[src/rtl/core/sb2d_pkg.sv]
// Shared types and constants of the signed binary to decimal ASCII converter.
package sb2d_pkg;

  localparam int unsigned DIGIT_W = 4;
  localparam int unsigned CHAR_W  = 6;

  localparam logic [CHAR_W-1:0] ASCII_ZERO  = 6'd48;
  localparam logic [CHAR_W-1:0] ASCII_MINUS = 6'd45;
  localparam logic [CHAR_W-1:0] ASCII_NINE  = 6'd57;

  typedef struct packed {
    logic clear;
    logic dabble;
    logic unload;
  } cell_ctrl_t;

endpackage

[src/rtl/core/sb2d_cell.sv]
// One BCD digit cell: clear on accept, add-three-and-shift during conversion, digit shift during unload.
module sb2d_cell (
  input  logic                         clk_i,
  input  logic                         rst_ni,
  input  sb2d_pkg::cell_ctrl_t         ctrl_i,
  input  logic                         carry_i,
  input  logic [sb2d_pkg::DIGIT_W-1:0] digit_i,
  output logic                         carry_o,
  output logic [sb2d_pkg::DIGIT_W-1:0] digit_o
);

  logic [sb2d_pkg::DIGIT_W-1:0] digit_q, digit_d, adj;

  assign adj     = (digit_q >= 4'd5) ? (digit_q + 4'd3) : digit_q;
  assign carry_o = adj[sb2d_pkg::DIGIT_W-1];
  assign digit_o = digit_q;

  always_comb begin
    priority if (ctrl_i.clear) begin
      digit_d = '0;
    end else if (ctrl_i.dabble) begin
      digit_d = {adj[sb2d_pkg::DIGIT_W-2:0], carry_i};
    end else if (ctrl_i.unload) begin
      digit_d = digit_i;
    end else begin
      digit_d = digit_q;
    end
  end

  always_ff @(posedge clk_i or negedge rst_ni) begin
    if (!rst_ni) begin
      digit_q <= '0;
    end else begin
      digit_q <= digit_d;
    end
  end

endmodule

[src/rtl/core/signed_binary_to_decimal_ascii.sv]
// Top level: signed binary to decimal ASCII converter built on a row of BCD digit cells.
// Sequence: accept, then conversion (one magnitude bit per cycle through the cell row),
// then one digit per cycle out of the top cell while the output is not stalled and no
// minus sign is pending. A new value is accepted only in idle, after the last digit has
// entered the output register; the bit-serial pass through the cell row sets the pace.
// Reset: control state, digit cells and output valid clear at once; no clearing pass.
module signed_binary_to_decimal_ascii #(
  parameter int unsigned VALUE_WIDTH = 64
) (
  input  logic        clk_i,
  input  logic        rst_ni,
  input  logic        s_axis_tvalid_i,
  output logic        s_axis_tready_o,
  input  logic [63:0] s_axis_tdata_i,   // [63:0] value
  output logic        m_axis_tvalid_o,
  input  logic        m_axis_tready_i,
  output logic [7:0]  m_axis_tdata_o,   // [5:0] character, [7:6] zero
  output logic        m_axis_tlast_o
);

  localparam int unsigned NUM_DIGITS = (VALUE_WIDTH * 1233) / 4096 + 1;
  localparam int unsigned BIT_CNT_W  = (VALUE_WIDTH > 1) ? $clog2(VALUE_WIDTH) : 1;
  localparam int unsigned DIG_CNT_W  = (NUM_DIGITS > 1) ? $clog2(NUM_DIGITS) : 1;

  typedef enum logic [2:0] {
    ST_IDLE   = 3'b001,
    ST_CONV   = 3'b010,
    ST_UNLOAD = 3'b100
  } state_e;

  state_e                          state_q, state_d;
  logic [VALUE_WIDTH-1:0]          mag_q, mag_d, value_in;
  logic [BIT_CNT_W-1:0]            bit_cnt_q, bit_cnt_d;
  logic [DIG_CNT_W-1:0]            dig_cnt_q, dig_cnt_d;
  logic                            minus_pend_q, minus_pend_d;
  logic                            started_q, started_d;
  logic                            out_valid_q, out_valid_d;
  logic [sb2d_pkg::CHAR_W-1:0]     out_char_q, out_char_d;
  logic                            out_last_q, out_last_d;
  logic                            out_free, in_beat;
  sb2d_pkg::cell_ctrl_t            ctrl;
  logic [NUM_DIGITS-1:0]           carry_w;
  logic [sb2d_pkg::DIGIT_W-1:0]    digit_w [NUM_DIGITS];
  logic [sb2d_pkg::DIGIT_W-1:0]    top_digit;

  assign s_axis_tready_o = (state_q == ST_IDLE);
  assign in_beat         = s_axis_tvalid_i && s_axis_tready_o;
  assign out_free        = !out_valid_q || m_axis_tready_i;
  assign value_in        = s_axis_tdata_i[VALUE_WIDTH-1:0];
  assign top_digit       = digit_w[NUM_DIGITS-1];

  assign m_axis_tvalid_o = out_valid_q;
  assign m_axis_tdata_o  = {2'b00, out_char_q};
  assign m_axis_tlast_o  = out_last_q;

  for (genvar i = 0; i < NUM_DIGITS; i++) begin : g_cell
    if (i == 0) begin : g_low
      sb2d_cell u_cell (
        .clk_i   (clk_i),
        .rst_ni  (rst_ni),
        .ctrl_i  (ctrl),
        .carry_i (mag_q[VALUE_WIDTH-1]),
        .digit_i ('0),
        .carry_o (carry_w[i]),
        .digit_o (digit_w[i])
      );
    end else begin : g_up
      sb2d_cell u_cell (
        .clk_i   (clk_i),
        .rst_ni  (rst_ni),
        .ctrl_i  (ctrl),
        .carry_i (carry_w[i-1]),
        .digit_i (digit_w[i-1]),
        .carry_o (carry_w[i]),
        .digit_o (digit_w[i])
      );
    end
  end

  always_comb begin
    state_d      = state_q;
    mag_d        = mag_q;
    bit_cnt_d    = bit_cnt_q;
    dig_cnt_d    = dig_cnt_q;
    minus_pend_d = minus_pend_q;
    started_d    = started_q;
    out_valid_d  = out_valid_q;
    out_char_d   = out_char_q;
    out_last_d   = out_last_q;
    ctrl         = '0;

    if (out_valid_q && m_axis_tready_i) begin
      out_valid_d = 1'b0;
    end

    if (minus_pend_q && out_free) begin
      out_valid_d  = 1'b1;
      out_char_d   = sb2d_pkg::ASCII_MINUS;
      out_last_d   = 1'b0;
      minus_pend_d = 1'b0;
    end

    unique case (state_q)
      ST_IDLE: begin
        if (in_beat) begin
          mag_d        = value_in[VALUE_WIDTH-1] ? (VALUE_WIDTH'(0) - value_in) : value_in;
          minus_pend_d = value_in[VALUE_WIDTH-1];
          bit_cnt_d    = BIT_CNT_W'(VALUE_WIDTH - 1);
          ctrl.clear   = 1'b1;
          state_d      = ST_CONV;
        end
      end
      ST_CONV: begin
        ctrl.dabble = 1'b1;
        mag_d       = mag_q << 1;
        bit_cnt_d   = bit_cnt_q - 1'b1;
        if (bit_cnt_q == '0) begin
          dig_cnt_d = DIG_CNT_W'(NUM_DIGITS - 1);
          started_d = 1'b0;
          state_d   = ST_UNLOAD;
        end
      end
      ST_UNLOAD: begin
        if (!minus_pend_q) begin
          if (top_digit == '0 && !started_q && dig_cnt_q != '0) begin
            ctrl.unload = 1'b1;
            dig_cnt_d   = dig_cnt_q - 1'b1;
          end else if (out_free) begin
            ctrl.unload = 1'b1;
            out_valid_d = 1'b1;
            out_char_d  = sb2d_pkg::ASCII_ZERO + sb2d_pkg::CHAR_W'(top_digit);
            out_last_d  = (dig_cnt_q == '0);
            started_d   = 1'b1;
            dig_cnt_d   = dig_cnt_q - 1'b1;
            if (dig_cnt_q == '0) begin
              state_d = ST_IDLE;
            end
          end
        end
      end
      default: begin
        state_d = ST_IDLE;
      end
    endcase
  end

  always_ff @(posedge clk_i or negedge rst_ni) begin
    if (!rst_ni) begin
      state_q      <= ST_IDLE;
      bit_cnt_q    <= '0;
      dig_cnt_q    <= '0;
      minus_pend_q <= 1'b0;
      started_q    <= 1'b0;
      out_valid_q  <= 1'b0;
    end else begin
      state_q      <= state_d;
      bit_cnt_q    <= bit_cnt_d;
      dig_cnt_q    <= dig_cnt_d;
      minus_pend_q <= minus_pend_d;
      started_q    <= started_d;
      out_valid_q  <= out_valid_d;
    end
  end

  always_ff @(posedge clk_i) begin
    mag_q      <= mag_d;
    out_char_q <= out_char_d;
    out_last_q <= out_last_d;
  end

`ifndef ASSERT_OFF
  a_idle_no_minus: assert property (@(posedge clk_i) disable iff (!rst_ni)
    (state_q == ST_IDLE) |-> !minus_pend_q)
    else $error("minus sign still pending in idle");

  a_minus_not_last: assert property (@(posedge clk_i) disable iff (!rst_ni)
    (out_valid_q && out_char_q == sb2d_pkg::ASCII_MINUS) |-> !out_last_q)
    else $error("minus sign marked last");

  a_char_range: assert property (@(posedge clk_i) disable iff (!rst_ni)
    out_valid_q |-> (out_char_q == sb2d_pkg::ASCII_MINUS ||
                     (out_char_q >= sb2d_pkg::ASCII_ZERO &&
                      out_char_q <= sb2d_pkg::ASCII_NINE)))
    else $error("character outside digit range");

  a_accept_conv: assert property (@(posedge clk_i) disable iff (!rst_ni)
    in_beat |=> (state_q == ST_CONV))
    else $error("accepted value did not start conversion");
`endif

endmodule
[config.mk]
export PLATFORM = sky130hd
export DESIGN_NAME = signed_binary_to_decimal_ascii
export DESIGN_NICKNAME = d
export VERILOG_FILES = /design/src/rtl/core/sb2d_pkg.sv /design/src/rtl/core/sb2d_cell.sv /design/src/rtl/core/signed_binary_to_decimal_ascii.sv
export SDC_FILE = /design/constraint.sdc
export NUM_CORES = 1
export LEC_CHECK = 0
export BUFFER_PORTS_ARGS = -buffer_cell sky130_fd_sc_hd__buf_2
export CORE_AREA = 10 10 168 233
export CTS_CLUSTER_DIAMETER = 200
export DETAILED_ROUTE_END_ITERATION = 7
export DIE_AREA = 0 0 178 243
export PLACE_DENSITY_LB_ADDON = 0.05
export SLEW_MARGIN = 20
export SYNTH_ARGS = -nofsm -noshare
export SYNTH_HDL_FRONTEND = slang
export SYNTH_HIERARCHICAL = 1
export SYNTH_SLANG_ARGS = --single-unit
[constraint.sdc]
create_clock -name clk_i -period 12.7 [get_ports clk_i]
set_clock_uncertainty 0.05 [all_clocks]
set_input_delay 2.54 -clock clk_i [delete_from_list [all_inputs] [get_ports clk_i]]
set_output_delay 2.54 -clock clk_i [all_outputs]
set_load 0.005 [all_outputs]
==> reports/qor_table.md, run 1 <==
| Result | This run | Unit |
|---|---|---|
| Detailed-routing iteration count for the pre-antenna-repair pass | 5 | - |
| Fillcell total | 3584 | - |
| Worst-Skew Late Latency | 450 | ps |
| DP Cell Count | 1823 | - |
| Total I/O pin count | 79 | - |
| Leakage component of the power | 0.00468 | uW |
| Post-route insts no fill | 1855 | - |
| Antenna Diode Count | 0 | - |
| Peak supply drop | 0.0776 | mV |
| Most common cell after layout, fill and taps aside | sky130_fd_sc_hd__nor2_1 | - |
| Required time of the critical path | 12820 | ps |
| DIE AREA | 43300 | um^2 |
| Iteration-0 DRC Markers | 688 | - |
| Highest-delay cell along the critical path | sky130_fd_sc_hd__nand3_1 | - |
| Largest net degree at the start of global routing | 111 | - |
| Type of element launching the critical path | primary input | - |
| Max Fclk | 191 | MHz |
| Worst hold path class | flip-flop to flip-flop | - |
| Final hold vios | 0 | - |
| Time the worst path needs with I/O delays and setup | 5230 | ps |
| DP HPWL | 20.2 | mm |
| Chip width | 178 | um |
| Area overhead of the layout relative to synthesis | 9.99 | % |
| CTS tree | done | - |
| Buffer depth of the longest clock path | 2 | - |
| Max Cap Viol | 0 | - |
| Buffers on Ports | 76 | - |
| Flip-flop and latch area | 4490 | um^2 |
| Placeable core region | 34800 | um^2 |
| Run status | complete, no violations | - |
| Cells after synthesis | 1322 | - |
| Number of warnings printed during yosys synthesis | 6 | - |
| Starting Density | 34.6 | % |
| Total wire length after detailed routing | 29.8 | mm |
| Final instance area | 13200 | um^2 |
| Total routing usage reported by global routing | 14.0 | % |
| Largest delay share family, worst path | simple AND/OR/NAND/NOR gates | - |
| Clock net sink count | 168 | - |
| Crit path arrival time | 5360 | ps |
| Vias after detailed routing | 9797 | - |
| Synth Cell Area | 12000 | um^2 |
| Post-route clock period utilization | 41.2 | % |
| Number of buffers added to fix hold violations after cts | 0 | - |
| Post CTS Setup Buffer Count | 0 | - |
| Post-placement cell area | 12600 | um^2 |
| Hold Worst Slack | 399 | ps |
| Setup repair after global routing missed its margin | false | - |
| Max_slew headroom | 29.7 | % |
| Crit path largest cell delay | 640 | ps |
| Critical setup path kind | primary input to flip-flop | - |
| Number of max-slew violations in the final report | 0 | - |
| Buf/Inv on CP | 1 | - |
| Final net count | 1498 | - |
| Slew at the pin closest to its max-slew limit | 1050 | ps |
| Via count of the first global-routing pass | 9875 | - |
| Ratio of cells with drive above 1 in the final layout | 11.2 | % |
| Antenna violations before repair | 0 | - |
| H-tree level count | 4 | - |
| Syn Area/Cell | 9.09 | um^2 |
| CTS root buffer | sky130_fd_sc_hd__clkbuf_16 | - |
| Power Density | 135 | nW/um^2 |
| Die span in y | 243 | um |
| Routed wire per std cell | 16.1 | um |
| Setup-violating endpoint count in the final report | 0 | - |
| Area of the multi-input gates | 6710 | um^2 |
| Final setup TNS | 0 | ps |
| Worst path cell trace | buf_2 -> or4_1 -> nor4_2 -> nand3_1 -> o41ai_1 -> xor2_1 -> a21oi_1 | - |
| Per-cell via count in the routed design | 5.28 | - |
| Clock slew at the register clock pins of the worst setup and hold paths | 70 | ps |
| Number of design rule violations left after detail routing | 0 | - |
| Largest driver fanout on the critical path | 14 | - |
| Number of buffers created by CTS | 17 | - |
| Final GP Congestion | 0.882 | - |
| Type of element capturing the critical path | flip-flop | - |
| Count of antenna-violating nets left after detailed routing | 0 | - |
| Highest-count cells in the layout ignoring fill and taps | 127 x sky130_fd_sc_hd__nor2_1, 116 x sky130_fd_sc_hd__nand2_1, 106 x sky130_fd_sc_hd__o21ai_0 | - |
| Post-cts resize count | 0 | - |
| Num rows | 81 | - |
| Overflow left after global routing | 0 | - |
| First-pass GRT wire length | 50.5 | mm |
[power breakdown]
part,internal [uW],total [uW],switching [uW]
clock,334,578,244
sequential,709,750,41.2
combinational,135,458,324
[worst register-to-register path: cells and delay by family, from the launching register on]
family                 cells  cell delay [ps]
AOI/OAI and AO/OA          1              810
buffers and inverters      2             1270
DFF                        1              450
muxes                      2              570
and+or+nand+nor            3              990
[cell type report]
cell class	instances	area share [%]
tap	456	4.32
clock buffer	17	3.22
timing repair buffer	85	3.41
clock inverter	15	1.64
multi-input combinational	1022	50.8
inverter	92	2.67
sequential	168	34.0
[path summary, 6_finish.rpt]
check | start | to | slack (ps) | depth (start not counted)
max reg2reg | g_cell[19].g_up.u_cell/digit_o[2]$_DFFE_PN0P_ | g_cell[11].g_up.u_cell/digit_o[0]$_DFFE_PN0P_ | 8400 | 8
max | s_axis_tdata_i[12] | mag_q[51]$_DFFE_PP_ | 7470 | 7
max in group asynchronous | rst_ni | g_cell[0].g_low.u_cell/digit_o[1]$_DFFE_PN0P_ | 9330 | 2
min | out_char_q[4]$_DFF_P_ | out_char_q[4]$_DFF_P_ | 400 | 2
min reg2reg | out_char_q[4]$_DFF_P_ | out_char_q[4]$_DFF_P_ | 400 | 2
min in group asynchronous | rst_ni | g_cell[17].g_up.u_cell/digit_o[2]$_DFFE_PN0P_ | 2070 | 1
[layer usage]
layer	vias to the layer above	global-route usage, %	routed length [um]
li1	4929	-	-
met1	4697	17.0	13300
met2	147	24.2	15100
met3	24	2.33	891
met4	0	4.94	484
met5	-	0	0
[flip-flops by register name, indices dropped and copies added (netlist names)]
| signal | count |
|---|---|
| mag_q | 64 |
| minus_pend_q | 1 |
| m_axis_tlast_o | 1 |
| m_axis_tvalid_o | 1 |
| g_cell.g_low.u_cell/digit_o | 4 |
| state_q | 3 |
| dig_cnt_q | 5 |
| g_cell.g_up.u_cell/digit_o | 76 |
| started_q | 1 |
| out_char_q | 6 |
| bit_cnt_q | 6 |
[per-stage QoR]
stage	total power, uW	utilization, %	setup WS (ps)
global placement	1230	36.2	6970
CTS	1820	38.0	7460
finish	1790	38.0	7470
global route	1910	38.0	7280
detailed placement	1230	36.2	6980
floorplan	1190	-	479
(Power assumes the default switching activity.)
==> run 2, diff against run 1 <==
==> constraint.sdc (replaced) <==
create_clock -name clk_i -period 4.72 [get_ports clk_i]
set_clock_uncertainty 0.05 [all_clocks]
set_input_delay 0.944 -clock clk_i [delete_from_list [all_inputs] [get_ports clk_i]]
set_output_delay 0.944 -clock clk_i [all_outputs]
set_load 0.005 [all_outputs]
==> reports/qor_table.md, run 2 (synthesis results as in run 1) <==
| Result | This run | Unit |
|---|---|---|
| Crit path arrival time | 3610 | ps |
| Antenna Diode Count | 0 | - |
| Post CTS Setup Buffer Count | 0 | - |
| Hold Path Stages | 2 | - |
| Routed wire per std cell | 16.3 | um |
| Number of design rule violations left after detail routing | 0 | - |
| Clock net sink count | 168 | - |
| Leakage component of the power | 0.00473 | uW |
| Buffer depth of the longest clock path | 2 | - |
| DIE AREA | 43300 | um^2 |
| Number of buffers added to fix hold violations after cts | 0 | - |
| Time the worst path needs with I/O delays and setup | 3490 | ps |
| Clock slew at the register clock pins of the worst setup and hold paths | 70 | ps |
| Ratio of cells with drive above 1 in the final layout | 11.7 | % |
| Vias after detailed routing | 9837 | - |
| Final GP Congestion | 0.772 | - |
| Final hold vios | 0 | - |
| Chip width | 178 | um |
| Final net count | 1505 | - |
| DP Cell Count | 1830 | - |
| Post-cts resize count | 0 | - |
| Setup slack after placement | 734 | ps |
| FF-to-FF End | g_cell[9].g_up.u_cell/digit_o[0]$_DFFE_PN0P_ | - |
| Smallest setup slack after layout | 1230 | ps |
| CTS tree | done | - |
| Flip-flop count of the largest register after layout | 76 | - |
| Total I/O pin count | 79 | - |
| First-pass GRT wire length | 51.2 | mm |
| Type of element capturing the critical path | flip-flop | - |
| Critical path origin | s_axis_tdata_i[0] | - |
| Register-to-Register Setup Slack | 1310 | ps |
| Number of max-slew violations in the final report | 0 | - |
| Critical setup path kind | primary input to flip-flop | - |
| H-tree level count | 4 | - |
| Power Density | 360 | nW/um^2 |
| Run status | complete, no violations | - |
| Slew at the pin closest to its max-slew limit | 1000 | ps |
| CTS root buffer | sky130_fd_sc_hd__clkbuf_16 | - |
| Type of element launching the critical path | primary input | - |
| Overflow left after global routing | 0 | - |
| DP HPWL | 20.4 | mm |
| Setup-violating endpoint count in the final report | 0 | - |
| Total routing usage reported by global routing | 14.2 | % |
| Worst-Skew Late Latency | 440 | ps |
| Post-route clock period utilization | 74.0 | % |
| Max Fclk | 286 | MHz |
| Peak supply drop | 0.296 | mV |
| Max_slew headroom | 32.8 | % |
| Per-cell via count in the routed design | 5.28 | - |
| Starting Density | 34.6 | % |
| Most common cell after layout, fill and taps aside | sky130_fd_sc_hd__nor2_1 | - |
| Worst hold path class | flip-flop to flip-flop | - |
| Highest-count cells in the layout ignoring fill and taps | 127 x sky130_fd_sc_hd__nor2_1, 115 x sky130_fd_sc_hd__nand2_1, 106 x sky130_fd_sc_hd__o21ai_0 | - |
| Setup repair after global routing missed its margin | false | - |
| Count of antenna-violating nets left after detailed routing | 0 | - |
| Largest driver fanout on the critical path | 4 | - |
| Post-route insts no fill | 1862 | - |
| Required time of the critical path | 4840 | ps |
| Startpoint of the worst hold path | out_char_q[4]$_DFF_P_ | - |
| Total power | 4800 | uW |
| Post-placement cell area | 12700 | um^2 |
| Area overhead of the layout relative to synthesis | 10.9 | % |
| Buffers on Ports | 76 | - |
| Antenna violations before repair | 0 | - |
| Iteration-0 DRC Markers | 609 | - |
| Placeable core region | 34800 | um^2 |
| Max Cap Viol | 0 | - |
| Final instance area | 13300 | um^2 |
| Total wire length after detailed routing | 30.3 | mm |
| Worst setup endpoint | mag_q[44]$_DFFE_PP_ | - |
| Largest net degree at the start of global routing | 181 | - |
| Number of cell instances on the worst register-to-register path | 7 | - |
| Die span in y | 243 | um |
| Via count of the first global-routing pass | 9893 | - |
| Number of buffers created by CTS | 17 | - |
| Num rows | 81 | - |
| Critical register-to-register path startpoint | g_cell[19].g_up.u_cell/digit_o[2]$_DFFE_PN0P_ | - |
| Detailed-routing iteration count for the pre-antenna-repair pass | 4 | - |
## run 2: cell types whose count changed in the layout (fill, tap and decap cells not counted), moves of 2 or more
cell	change
sky130_fd_sc_hd__clkinvlp_4	-2
sky130_fd_sc_hd__buf_4	+3
sky130_fd_sc_hd__buf_12	+4
sky130_fd_sc_hd__clkbuf_8	+4
sky130_fd_sc_hd__inv_8	-2
sky130_fd_sc_hd__bufinv_16	-2
sky130_fd_sc_hd__inv_6	-3
## run 2: worst min-delay path by stage
stage	slack [ps]	to
floorplan	390	out_char_q[4]$_DFF_P_
global placement	370	out_char_q[5]$_DFF_P_
detailed placement	390	out_char_q[5]$_DFF_P_
CTS	400	out_char_q[4]$_DFF_P_
global route	430	out_char_q[4]$_DFF_P_
finish	390	out_char_q[4]$_DFF_P_
## run 2: per-layer routing
| layer | up-vias | wire length, um | track usage, % |
|---|---|---|---|
| met1 | 4738 | 14100 | 17.9 |
| met5 | - | 0 | 0 |
| li1 | 4954 | - | - |
| met2 | 120 | 15000 | 23.9 |
| met3 | 25 | 852 | 2.73 |
| met4 | 0 | 406 | 4.33 |
## run 2: layout make-up
cell class	count	area (um^2)
fill	3568	21400
multi-input combinational	1022	6730
sequential	168	4490
tap	456	571
timing repair buffer	92	553
clock buffer	23	509
inverter	92	353
clock inverter	9	113
## run 2: worst max-delay path, cell delays in order
cell and delay [ps]:
sky130_fd_sc_hd__buf_2 120, sky130_fd_sc_hd__inv_1 70, sky130_fd_sc_hd__ha_1 190, sky130_fd_sc_hd__or3b_2 500, sky130_fd_sc_hd__nor4_1 530, sky130_fd_sc_hd__or4b_1 630
sky130_fd_sc_hd__o41ai_1 340, sky130_fd_sc_hd__xor2_1 190, sky130_fd_sc_hd__a21oi_1 80
## run 2: stage by stage
| step | hold slack, ps | util [%] | TNS (ps) |
|---|---|---|---|
| 2_1_floorplan | 389 | - | -48030 |
| 3_3_place_gp | 374 | 36.5 | 0 |
| 3_5_place_dp | 389 | 36.5 | 0 |
| 4_1_cts | 400 | 38.3 | 0 |
| 5_1_grt | 428 | 38.3 | 0 |
| 6_report | 392 | 38.3 | 0 |
## run 2: power breakdown
group          switching, uW  leakage, uW  internal [uW]  total, uW
clock network            635     0.000301            871       1510
registers                118      0.00197           1900       2020
logic                    890      0.00246            380       1270
